--- config.mk ---
export PLATFORM = sky130hd
export DESIGN_NAME = sha256_hash_engine
export DESIGN_NICKNAME = d
export VERILOG_FILES = /design/src/sv/sha256_pkg.sv /design/src/sv/sha256_hash_engine.sv /design/src/sv/sha256_sched.sv /design/src/sv/sha256_round.sv
export SDC_FILE = /design/constraint.sdc
export NUM_CORES = 2
export LEC_CHECK = 0
export BUFFER_PORTS_ARGS = -buffer_cell sky130_fd_sc_hd__buf_2
export CAP_MARGIN = 20
export CORE_ASPECT_RATIO = 1.25
export CORE_MARGIN = 8
export CORE_UTILIZATION = 60
export DETAILED_ROUTE_END_ITERATION = 16
export GPL_TIMING_DRIVEN = 0
export PLACE_DENSITY = 0.8
export SKIP_LAST_GASP = 1
export SYNTH_ARGS = -nofsm -noshare
export SYNTH_HDL_FRONTEND = slang
export SYNTH_SLANG_ARGS = --single-unit
export TNS_END_PERCENT = 50
--- constraint.sdc ---
create_clock -name clk -period 22.7 [get_ports clk]
set_input_delay 2.27 -clock clk [delete_from_list [all_inputs] [get_ports clk]]
set_output_delay 2.27 -clock clk [all_outputs]
set_load 0.01 [all_outputs]
--- src/sv/sha256_pkg.sv ---
`timescale 1ns / 1ps
// Shared types and constants for the SHA-256 hash engine.
// No dependencies; imported by every module of the engine.
package sha256_pkg;

  typedef logic [0:7][31:0]  hash_words_t;
  typedef logic [0:15][31:0] blk_words_t;

  typedef struct packed {
    logic [7:0] data_byte;
    logic       has_byte;
    logic       is_last;
  } msg_beat_t;

  typedef struct packed {
    logic [31:0] digest_word;
    logic [2:0]  word_index;
    logic        last_word;
  } dig_beat_t;

  // Block buffer controls from the sequencer
  typedef struct packed {
    logic       byte_we;    // put byte_val at pos
    logic       zero_tail;  // clear words after the one holding pos
    logic       zero_low;   // clear words 0..13
    logic       len_we;     // write bit length into words 14 and 15
    logic       shift;      // advance message schedule one round
    logic [5:0] pos;
    logic [7:0] byte_val;
  } sched_ctl_t;

  // Round datapath controls
  typedef struct packed {
    logic       load;
    logic       step;
    logic [5:0] rnd;
  } round_ctl_t;

  typedef enum logic [2:0] {
    ST_IDLE,
    ST_PAD,
    ST_COMP,
    ST_UPD,
    ST_LEN,
    ST_EMIT
  } sha_state_t;

  localparam logic [7:0]  PAD_BYTE     = 8'h80;
  localparam logic [5:0]  LAST_POS     = 6'd63;
  localparam logic [5:0]  LAST_ROUND   = 6'd63;
  localparam logic [2:0]  LAST_WORD    = 3'd7;
  localparam int unsigned LEN_WORD_HI  = 14;
  localparam int unsigned LEN_WORD_LO  = 15;

  localparam hash_words_t H_INIT = '{
    32'h6a09e667, 32'hbb67ae85, 32'h3c6ef372, 32'ha54ff53a,
    32'h510e527f, 32'h9b05688c, 32'h1f83d9ab, 32'h5be0cd19
  };

  localparam logic [0:63][31:0] K_TABLE = '{
    32'h428a2f98, 32'h71374491, 32'hb5c0fbcf, 32'he9b5dba5,
    32'h3956c25b, 32'h59f111f1, 32'h923f82a4, 32'hab1c5ed5,
    32'hd807aa98, 32'h12835b01, 32'h243185be, 32'h550c7dc3,
    32'h72be5d74, 32'h80deb1fe, 32'h9bdc06a7, 32'hc19bf174,
    32'he49b69c1, 32'hefbe4786, 32'h0fc19dc6, 32'h240ca1cc,
    32'h2de92c6f, 32'h4a7484aa, 32'h5cb0a9dc, 32'h76f988da,
    32'h983e5152, 32'ha831c66d, 32'hb00327c8, 32'hbf597fc7,
    32'hc6e00bf3, 32'hd5a79147, 32'h06ca6351, 32'h14292967,
    32'h27b70a85, 32'h2e1b2138, 32'h4d2c6dfc, 32'h53380d13,
    32'h650a7354, 32'h766a0abb, 32'h81c2c92e, 32'h92722c85,
    32'ha2bfe8a1, 32'ha81a664b, 32'hc24b8b70, 32'hc76c51a3,
    32'hd192e819, 32'hd6990624, 32'hf40e3585, 32'h106aa070,
    32'h19a4c116, 32'h1e376c08, 32'h2748774c, 32'h34b0bcb5,
    32'h391c0cb3, 32'h4ed8aa4a, 32'h5b9cca4f, 32'h682e6ff3,
    32'h748f82ee, 32'h78a5636f, 32'h84c87814, 32'h8cc70208,
    32'h90befffa, 32'ha4506ceb, 32'hbef9a3f7, 32'hc67178f2
  };

  function automatic logic [31:0] rotr(input logic [31:0] x, input int unsigned n);
    return (x >> n) | (x << (32 - n));
  endfunction

endpackage

--- src/sv/sha256_hash_engine.sv ---
`timescale 1ns / 1ps
// SHA-256 engine top: sequencer, chaining state, byte count, digest output.
// Depends on sha256_pkg, sha256_sched and sha256_round.
//
//  channel | dir | beat type  | carries
//  msg     | in  | msg_beat_t | one message byte and/or end-of-message flag
//  dig     | out | dig_beat_t | one 32-bit digest word, eight per message
//
// A byte beat is accepted in IDLE; the 64th byte of a block starts compression and then the
// chaining add, both run by the single shared round unit, and no byte is taken meanwhile.
// An end-of-message beat adds a pad step, then one or two final blocks are compressed (with a
// length step before the second), then 8 digest beats are sent.
// msg_ready is low while a block compresses, and after a finish until word 7 is taken.
// Synchronous reset restores the initial hash and a zero byte count.
module sha256_hash_engine import sha256_pkg::*; (
  input  logic      clk,
  input  logic      rst,
  input  logic      msg_valid,
  output logic      msg_ready,
  input  msg_beat_t msg,
  output logic      dig_valid,
  input  logic      dig_ready,
  output dig_beat_t dig
);

  sha_state_t  state;
  sha_state_t  state_next;
  hash_words_t chain;
  hash_words_t v;
  logic [60:0] count;
  logic [5:0]  rnd;
  logic [2:0]  widx;
  logic        fin;
  logic        padded;
  logic        len_pend;
  logic [5:0]  pos;
  logic [31:0] w;
  sched_ctl_t  sctl;
  round_ctl_t  rctl;
  logic        msg_fire;
  logic        dig_fire;

  assign pos      = count[5:0];
  assign msg_fire = msg_valid && msg_ready;
  assign dig_fire = dig_valid && dig_ready;

  sha256_sched u_sched (
    .clk      (clk),
    .ctl      (sctl),
    .len_bits ({count, 3'd0}),
    .w        (w)
  );

  sha256_round u_round (
    .clk   (clk),
    .ctl   (rctl),
    .chain (chain),
    .w     (w),
    .v     (v)
  );

  always_comb begin
    state_next = state;
    case (state)
      ST_IDLE: begin
        if (msg_valid) begin
          if (msg.has_byte && pos == LAST_POS) begin
            state_next = ST_COMP;
          end else if (msg.is_last) begin
            state_next = ST_PAD;
          end
        end
      end
      ST_PAD:  state_next = ST_COMP;
      ST_COMP: begin
        if (rnd == LAST_ROUND) begin
          state_next = ST_UPD;
        end
      end
      ST_UPD: begin
        if (!fin) begin
          state_next = ST_IDLE;
        end else if (!padded) begin
          state_next = ST_PAD;
        end else if (len_pend) begin
          state_next = ST_LEN;
        end else begin
          state_next = ST_EMIT;
        end
      end
      ST_LEN:  state_next = ST_COMP;
      ST_EMIT: begin
        if (dig_ready && widx == LAST_WORD) begin
          state_next = ST_IDLE;
        end
      end
      default: state_next = ST_IDLE;
    endcase
  end

  always_comb begin
    msg_ready     = 1'b0;
    dig_valid     = 1'b0;
    sctl          = '0;
    sctl.pos      = pos;
    sctl.byte_val = msg.data_byte;
    rctl.load     = (state != ST_COMP) && (state_next == ST_COMP);
    rctl.step     = 1'b0;
    rctl.rnd      = rnd;
    case (state)
      ST_IDLE: begin
        msg_ready    = 1'b1;
        sctl.byte_we = msg_valid && msg.has_byte;
      end
      ST_PAD: begin
        sctl.byte_we   = 1'b1;
        sctl.zero_tail = 1'b1;
        sctl.byte_val  = PAD_BYTE;
        // length fits only when the pad byte lands before byte 56
        sctl.len_we    = (pos[5:3] != 3'b111);
      end
      ST_COMP: begin
        sctl.shift = 1'b1;
        rctl.step  = 1'b1;
      end
      ST_LEN: begin
        sctl.zero_low = 1'b1;
        sctl.len_we   = 1'b1;
      end
      ST_EMIT: begin
        dig_valid = 1'b1;
      end
      default: begin
        msg_ready = 1'b0;
      end
    endcase
  end

  assign dig.digest_word = chain[widx];
  assign dig.word_index  = widx;
  assign dig.last_word   = (widx == LAST_WORD);

  always_ff @(posedge clk) begin
    if (rst) begin
      state    <= ST_IDLE;
      chain    <= H_INIT;
      count    <= '0;
      rnd      <= '0;
      widx     <= '0;
      fin      <= 1'b0;
      padded   <= 1'b0;
      len_pend <= 1'b0;
    end else begin
      state <= state_next;
      if (rctl.load) begin
        rnd <= '0;
      end else if (rctl.step) begin
        rnd <= rnd + 6'd1;
      end
      case (state)
        ST_IDLE: begin
          if (msg_fire) begin
            if (msg.has_byte) begin
              count <= count + 61'd1;
            end
            fin <= msg.is_last;
          end
        end
        ST_PAD: begin
          padded   <= 1'b1;
          len_pend <= (pos[5:3] == 3'b111);
        end
        ST_UPD: begin
          for (int i = 0; i < 8; i++) begin
            chain[i] <= chain[i] + v[i];
          end
        end
        ST_LEN: begin
          len_pend <= 1'b0;
        end
        ST_EMIT: begin
          if (dig_fire) begin
            widx <= widx + 3'd1;
            if (widx == LAST_WORD) begin
              chain  <= H_INIT;
              count  <= '0;
              fin    <= 1'b0;
              padded <= 1'b0;
            end
          end
        end
        default: begin
          fin <= fin;
        end
      endcase
    end
  end

  // input and output sides never open together
  assert property (@(posedge clk) disable iff (rst) !(msg_ready && dig_valid))
    else $error("msg_ready and dig_valid both high");

  // taking the final digest word returns the engine to a fresh message
  assert property (@(posedge clk) disable iff (rst)
    dig_fire && dig.last_word |=> state == ST_IDLE && count == '0 && chain == H_INIT)
    else $error("engine not reset after final digest word");

  // the 64th round always hands off to the chaining add
  assert property (@(posedge clk) disable iff (rst)
    state == ST_COMP && rnd == LAST_ROUND |=> state == ST_UPD)
    else $error("compression did not end after 64 rounds");

  // every accepted byte bumps the count by one
  assert property (@(posedge clk) disable iff (rst)
    msg_fire && msg.has_byte |=> count == $past(count) + 61'd1)
    else $error("byte count did not advance");

  // a digest is only shown after padding
  assert property (@(posedge clk) disable iff (rst) dig_valid |-> padded && fin && !len_pend)
    else $error("digest shown before message finished");

endmodule

--- src/sv/sha256_sched.sv ---
`timescale 1ns / 1ps
// Block buffer and message schedule: byte packing, padding, length words,
// and a 16-word sliding window that yields one schedule word per round. Uses sha256_pkg.
module sha256_sched import sha256_pkg::*; (
  input  logic        clk,
  input  sched_ctl_t  ctl,
  input  logic [63:0] len_bits,
  output logic [31:0] w
);

  blk_words_t  blk;
  blk_words_t  blk_next;
  logic [3:0]  wi;
  logic [31:0] placed;
  logic [31:0] s0;
  logic [31:0] s1;
  logic [31:0] w_new;

  assign wi     = ctl.pos[5:2];
  assign placed = {ctl.byte_val, 24'd0} >> {ctl.pos[1:0], 3'd0};

  // window holds w[t..t+15]; w[t+16] from fixed taps
  assign s0    = rotr(blk[1], 7) ^ rotr(blk[1], 18) ^ (blk[1] >> 3);
  assign s1    = rotr(blk[14], 17) ^ rotr(blk[14], 19) ^ (blk[14] >> 10);
  assign w_new = blk[0] + s0 + blk[9] + s1;
  assign w     = blk[0];

  always_comb begin
    blk_next = blk;
    if (ctl.shift) begin
      for (int i = 0; i < 15; i++) begin
        blk_next[i] = blk[i + 1];
      end
      blk_next[15] = w_new;
    end else begin
      for (int i = 0; i < 16; i++) begin
        if (ctl.byte_we && 4'(i) == wi) begin
          // first lane of a word overwrites it
          blk_next[i] = (ctl.pos[1:0] == 2'd0) ? placed : (blk[i] | placed);
        end else if (ctl.zero_tail && 4'(i) > wi) begin
          blk_next[i] = '0;
        end
        if (ctl.zero_low && i < 14) begin
          blk_next[i] = '0;
        end
      end
      if (ctl.len_we) begin
        blk_next[LEN_WORD_HI] = len_bits[63:32];
        blk_next[LEN_WORD_LO] = len_bits[31:0];
      end
    end
  end

  always_ff @(posedge clk) begin
    blk <= blk_next;
  end

endmodule

--- src/sv/sha256_round.sv ---
`timescale 1ns / 1ps
// SHA-256 round unit: working variables a..h, one compression round per step.
// Uses sha256_pkg for the round constants and rotate helper.
module sha256_round import sha256_pkg::*; (
  input  logic        clk,
  input  round_ctl_t  ctl,
  input  hash_words_t chain,
  input  logic [31:0] w,
  output hash_words_t v
);

  hash_words_t v_next;
  logic [31:0] big_s0;
  logic [31:0] big_s1;
  logic [31:0] ch;
  logic [31:0] maj;
  logic [31:0] t1;
  logic [31:0] t2;

  assign big_s1 = rotr(v[4], 6) ^ rotr(v[4], 11) ^ rotr(v[4], 25);
  assign ch     = (v[4] & v[5]) ^ (~v[4] & v[6]);
  assign big_s0 = rotr(v[0], 2) ^ rotr(v[0], 13) ^ rotr(v[0], 22);
  assign maj    = (v[0] & v[1]) ^ (v[0] & v[2]) ^ (v[1] & v[2]);
  assign t1     = v[7] + big_s1 + ch + K_TABLE[ctl.rnd] + w;
  assign t2     = big_s0 + maj;

  always_comb begin
    v_next    = v;
    v_next[7] = v[6];
    v_next[6] = v[5];
    v_next[5] = v[4];
    v_next[4] = v[3] + t1;
    v_next[3] = v[2];
    v_next[2] = v[1];
    v_next[1] = v[0];
    v_next[0] = t1 + t2;
  end

  always_ff @(posedge clk) begin
    if (ctl.load) begin
      v <= chain;
    end else if (ctl.step) begin
      v <= v_next;
    end
  end

endmodule

* Yosys cells after proc, flatten, opt, wreduce, memory -nomap -nowiden
Memory sizes are Yosys's and may differ from the RTL's. Index checks and enable logic that the tools add are counted.
Cells by class: shift operators 1, bitwise operators 45, reductions and logical operators 69, add/sub/neg operators 21, eq/ne operators 31, magnitude comparators 18, muxes and demuxes 102
Operators by type and width (count):
- 32-bit 2-to-1 mux | 66
- 256-bit 2-to-1 mux | 4
- 32-bit adder | 18
- 512-bit 2-to-1 mux | 1
- 32-bit bitwise OR | 16
- 256-bit one-hot mux with 2 select lines | 1
- 32-bit XOR | 9
- 61-bit 2-to-1 mux | 4
- 32-bit AND | 5
- 61-bit one-hot mux with 2 select lines | 1
- 32-bit binary-select mux with 3-bit select | 1
- 64-bit 2-to-1 mux | 1
- 4-bit nonzero test | 16
- 61-bit by 1-bit adder with 61-bit output, second input constant | 1
- 1-bit logical AND | 38
- 4-bit equality test, first input constant | 8
- 4-bit greater-than comparator, first input constant | 8
- 32-bit inverter | 1
- 10-bit by 32-bit bitwise OR with 32-bit output | 1
- 13-bit by 32-bit bitwise OR with 32-bit output | 1
- 14-bit by 32-bit bitwise OR with 32-bit output | 1
- 15-bit by 32-bit bitwise OR with 32-bit output | 1
- 19-bit by 32-bit bitwise OR with 32-bit output | 1
- 21-bit by 32-bit bitwise OR with 32-bit output | 1
- 40 further kinds | 82
Word-level totals: input bits 14, output and inout bits 38, register bits after elaboration 1100, logic and storage cells 327, memories 1, memory bits (read-only) 2048
Memory list:
- (no name shown) | words 64, width 32, rd ports 1, clocked after memory_dff 0, write ports 0, RTL line sha256_round.sv:24 | assign t1 = v[7] + big_s1 + ch + K_TABLE[ctl.rnd] + w;

* Longest topological paths before layout
depth in word-level cells 10, depth in mapped cells 43, gate-level depth less buffers 42

* By module
Synthesis repeated with hierarchy kept, for this count alone.
Unflattened totals: cell total of the unflattened synthesis 8330, area total of the unflattened synthesis 77649.5 um2
By module, submodules not included:
- sha256_sched | sequential area each 15374.7 um2, cells an instance 3066, area each 29226.8 um2, instances 1
- sha256_hash_engine | sequential area each 6646.4 um2, cells an instance 2955, area each 25253.0 um2, instances 1
- sha256_round | sequential area each 7687.4 um2, cells an instance 2309, area each 23169.7 um2, instances 1

* Worst setup path before layout
OpenSTA, ideal clock, no wires.
path type input to register, start in msg[1] (netlist bit), end reg u_round.v[254] (netlist bit) (data pin), data required time 22.430 ns, arrival time 9.204 ns, slack 13.225 ns, buffers on the path 0, cell stages on the path 8, library setup time 0.270 ns, cell sequence nand4_1 > nand2_1 > nand3_1 > inv_1 > nand2_1 > and3_1 > mux2i_1 > o211ai_1
Between the ends: cells in the longest elaborated chain, start to end 7
RTL lines:
- from (decl) | RTL line sha256_hash_engine.sv:20 | input msg_beat_t msg,
- 1-bit logical AND | RTL line sha256_hash_engine.sv:67 | if (msg.has_byte && pos == LAST_POS) begin
- 3-bit 2-to-1 mux | RTL line sha256_hash_engine.sv:67
- 3-bit 2-to-1 mux | RTL line sha256_hash_engine.sv:66 | if (msg_valid) begin
- 3-bit one-hot mux with 5 select lines | RTL line sha256_hash_engine.sv:64 | case (state)
- 3-bit by 2-bit equality test with 1-bit output | RTL line sha256_hash_engine.sv:107 | rctl.load = (state != ST_COMP) && (state_next == ST_COMP);
- 1-bit logical AND | RTL line sha256_hash_engine.sv:107
- 256-bit 2-to-1 mux | RTL line sha256_round.sv:40 | if (ctl.load) begin
- to (signal assigned) | RTL line sha256_round.sv:41 | v <= chain;
- to (signal assigned) | RTL line sha256_round.sv:43 | v <= v_next;
- to (decl) | RTL line sha256_round.sv:9 | output hash_words_t v
Every way passes these cells. A chain may end at the register's enable or synchronous reset.

* Final worst setup path
start reg rnd[1], end reg u_round.v[254] (netlist bit) (data pin)
Between the ends: cells in the longest elaborated chain, start to end 9, elaborated cells on any way between the ends 14, those cells by class 3 x add/sub; 2 x eq/ne; 6 x mux; 1 x bitwise; 1 x reduce/logical; 1 x memory
RTL lines:
- from (decl) | RTL line sha256_hash_engine.sv:31 | logic [5:0] rnd;
- from (signal assigned) | RTL line sha256_hash_engine.sv:158 | rnd <= rnd + 6'd1;
- 6-bit inverter with 7-bit output (not written as such) | RTL line sha256_round.sv:24
- memory 64 x 32 bit
- 32-bit 2-to-1 mux (not written as such) (2 in series) | RTL line sha256_round.sv:24
- 32-bit adder (2 in series) | RTL line sha256_round.sv:24
- 32-bit adder | RTL line sha256_round.sv:36 | v_next[0] = t1 + t2;
- 256-bit 2-to-1 mux | RTL line sha256_round.sv:42 | end else if (ctl.step) begin
- 256-bit 2-to-1 mux * | RTL line sha256_round.sv:40
Mark *: on every way between the ends. The rest lies on a longest branch, timed or not. The select of a mux whose other input is x is not followed.

==> results.md <==
- R2R Path End: u_round.v[254]
- DR top layer: met5
- Yosys top cell by area: edfxtp_1
- Most frequent cell after synthesis: nand2_1
- Post-synth cell types: 88
- Placer Congestion: 1.08
- Async S/R FF share, synth: 0%
- Critical Path Sink Type: flop
- Hold/Removal Path Class: reg -> reg
- Final wirelength: roughly 340 mm
- Die H: 414 um
- CTS tree: done
- Worst-skew pair later-pin latency: 0.86 ns
- CP Max Fanout: 14
- Initial antenna violation count: 20
- Largest net degree at the start of global routing: 118
- Initial core utilization: 60.2%
- Via count: 72400
- Net Count, Synth: roughly 9200
- H-tree Lvls: 3
- Mean Syn Cell Area: 8.90 um2
- Share of layout cells above drive strength 1: 5.66%
- Port bufs: 51
- Reg clk slew, reported paths: 0.07 ns
- Max Slew Vio Count: 0
- Drt pass-1 iters: 8
- Startpoint Class: flop
- Critical path launch point: rnd[1]
- Global-route wire length before repair: around 480 mm
- DRT iter0 DRCs: 9420
- Post-synth top cells: nand2_1 (1503), a21oi_1 (875), o21ai_0 (803)
- Grt total ovfl: 0
- Max Fclk: 82.4 MHz
- Final Setup Violations: 0
- Top cell type's share of synthesized area: 30.3%
- TNS Setup: 0 ns
- FF-to-FF Start: rnd[1]
- Fin crit share: 53.4%
- Worst-Margin Slew: 1.32 ns
- Crit path max-delay cell type: clkbuf_1
- Antenna viol nets, final: 0
- Num rows: 146
- Worst EP arrival: ~13 ns
- Post-Route M1 WL: 103 mm
- R2R cell count: 38
- Die ar.: between 100000 and 150000 um2
- Drt drc: 0
- Max Cap Viol: 0
- Root Driver: clkbuf_16
- Top_reg_cell synth: edfxtp_1
- Final hold viol count: 0
- Seq/Total Area, Yosys: 39.1%
- Post-CTS setup buffer count: 0
- Chip width: 334 um
- Synthesized area: 76000 um2
- DR WL/cell: 31.7 um
- Area contributors post-synth: edfxtp_1 (30%), dfxtp_1 (8.7%), nand2_1 (7.4%)
- CTS max path bufs: 3
- Setup crit end: u_round.v[254]
- RSZ-0062 raised after global routing: no
- Worst path required time: 23.27 ns
- Rel. slew slack: 12.0%
- DPL Wire Length: 258 mm
- Fillcell total: between 10000 and 15000
- CTS buffer count: 115
- YS warnings: 0
- Area grow syn2layout: 10.4%
- Cells after Synth: about 8500
- Nets: roughly 9400
- Core footprint: 126000 um2
- DR vias/cell: 6.82
- #FFs+latches synth: between 1000 and 1500
- # IOs: 52
- Vias in the first global route: 71400
- Wire length on met2: 151 mm
- Slack of the worst reg-to-reg path: 10.57 ns
- Outcome: finished clean
- Post-CTS resize count: 0
- Total GRT Usage: 47.4%
- Period minus WS final: 12.13 ns
- CTS Sinks: 1100
- Post-synth EDFFs: 768
- CTS Hold Bufs: 0
- Setup Crit Path Kind: reg -> reg
- Layout Skew: between 0.1 and 0.15 ns
- Met3 WL post-DR: 35.3 mm
- Worst path max stage delay: 0.74 ns
==> worst min-delay path by stage <==
| stage | end | startpoint | cells after the start | slack (ns) |
|---|---|---|---|---|
| after floorplan | chain[95] | chain[95] | 2 | 0.45 |
| after global placement | fin | fin | 2 | 0.46 |
| after detailed placement | fin | fin | 2 | 0.47 |
| after CTS | fin | fin | 2 | 0.47 |
| after global routing | fin | fin | 2 | 0.51 |
| final | fin | fin | 2 | 0.48 |
==> sequential cells by signal (all words and copies together), names as in the netlist <==
| name | count |
|---|---|
| len_pend | 1 |
| fin | 1 |
| state | 3 |
| u_sched.blk | 480 |
| u_round.v | 256 |
| rnd | 6 |
| count | 61 |
| padded | 1 |
| widx | 3 |
| u_sched.w | 32 |
| chain | 256 |
==> per-stage QoR <==
step	hold WS, ns	cells	util (%)	setup WS (ns)	instance area [um2]
floorplan	0.448	8544	-	13.23	76000
global placement	0.459	10300	62.1	6.29	78400
detailed placement	0.465	10400	62.9	10.94	79400
CTS	0.474	10600	66.1	10.96	83500
global route	0.513	10600	66.4	10.64	83900
finish	0.477	10600	66.5	10.57	83900
==> per-layer routing <==
metal | global-route usage, % | vias up
met4 | 52.7 | 6
met1 | 47.9 | 34000
met3 | 11.8 | 1991
met2 | 76.2 | 5625
li1 | - | 30800
met5 | 0 | -
==> cells by family after synthesis <==
group | synth area share, %
compound gates | 20.4
simple gates | 14.2
flops | 39.1
buf+inv | 4.69
fa+ha+maj | 11.7
xor+xnor | 6.81
mux | 3.10
==> cell type report <==
class                      count  area [um2]  area share [%]
clock inverter                71         938            1.12
sequential                  1100       29700            35.4
inverter                     365        1380            1.64
multi-input combinational   6495       42800            51.0
antenna                       11        27.5          0.0328
clock buffer                 148        3160            3.77
buffer                       584        2200            2.62
timing repair buffer         142        1560            1.85
tap                         1702        2130            2.54
==> critical path: cells and delay by family, from the launching register on <==
family / cells / cell delay (ns)
AOI/OAI and AO/OA: 17 / 4.19
adders and majority gates: 7 / 3.29
buffers and inverters: 8 / 2.59
DFF: 1 / 0.56
and+or+nand+nor: 3 / 0.52
muxes: 2 / 0.45
xor gates and xnor gates: 1 / 0.29
==> placed cells by master (no fill, tap or decap), drive strengths merged, types with 48 or more instances in the layout <==
cell type,instances
inv,366
nand3,114
xnor2,379
o22ai,99
fa,195
buf,178
and3,75
nor2b,58
a21o,209
nor2,514
o21a,48
a21boi,75
mux2,53
xor2,212
nand2b,75
clkinv,49
dfxtp,332
o21ai,826
clkbuf,696
a211oi,51
nor3,73
a21oi,878
ha,397
mux4,67
nand2,1503
a22oi,58
edfxtp,768
Power is left out: the tool's default activity adds up to more than one toggle a clock period on the data nets, which glitch-free logic cannot reach.
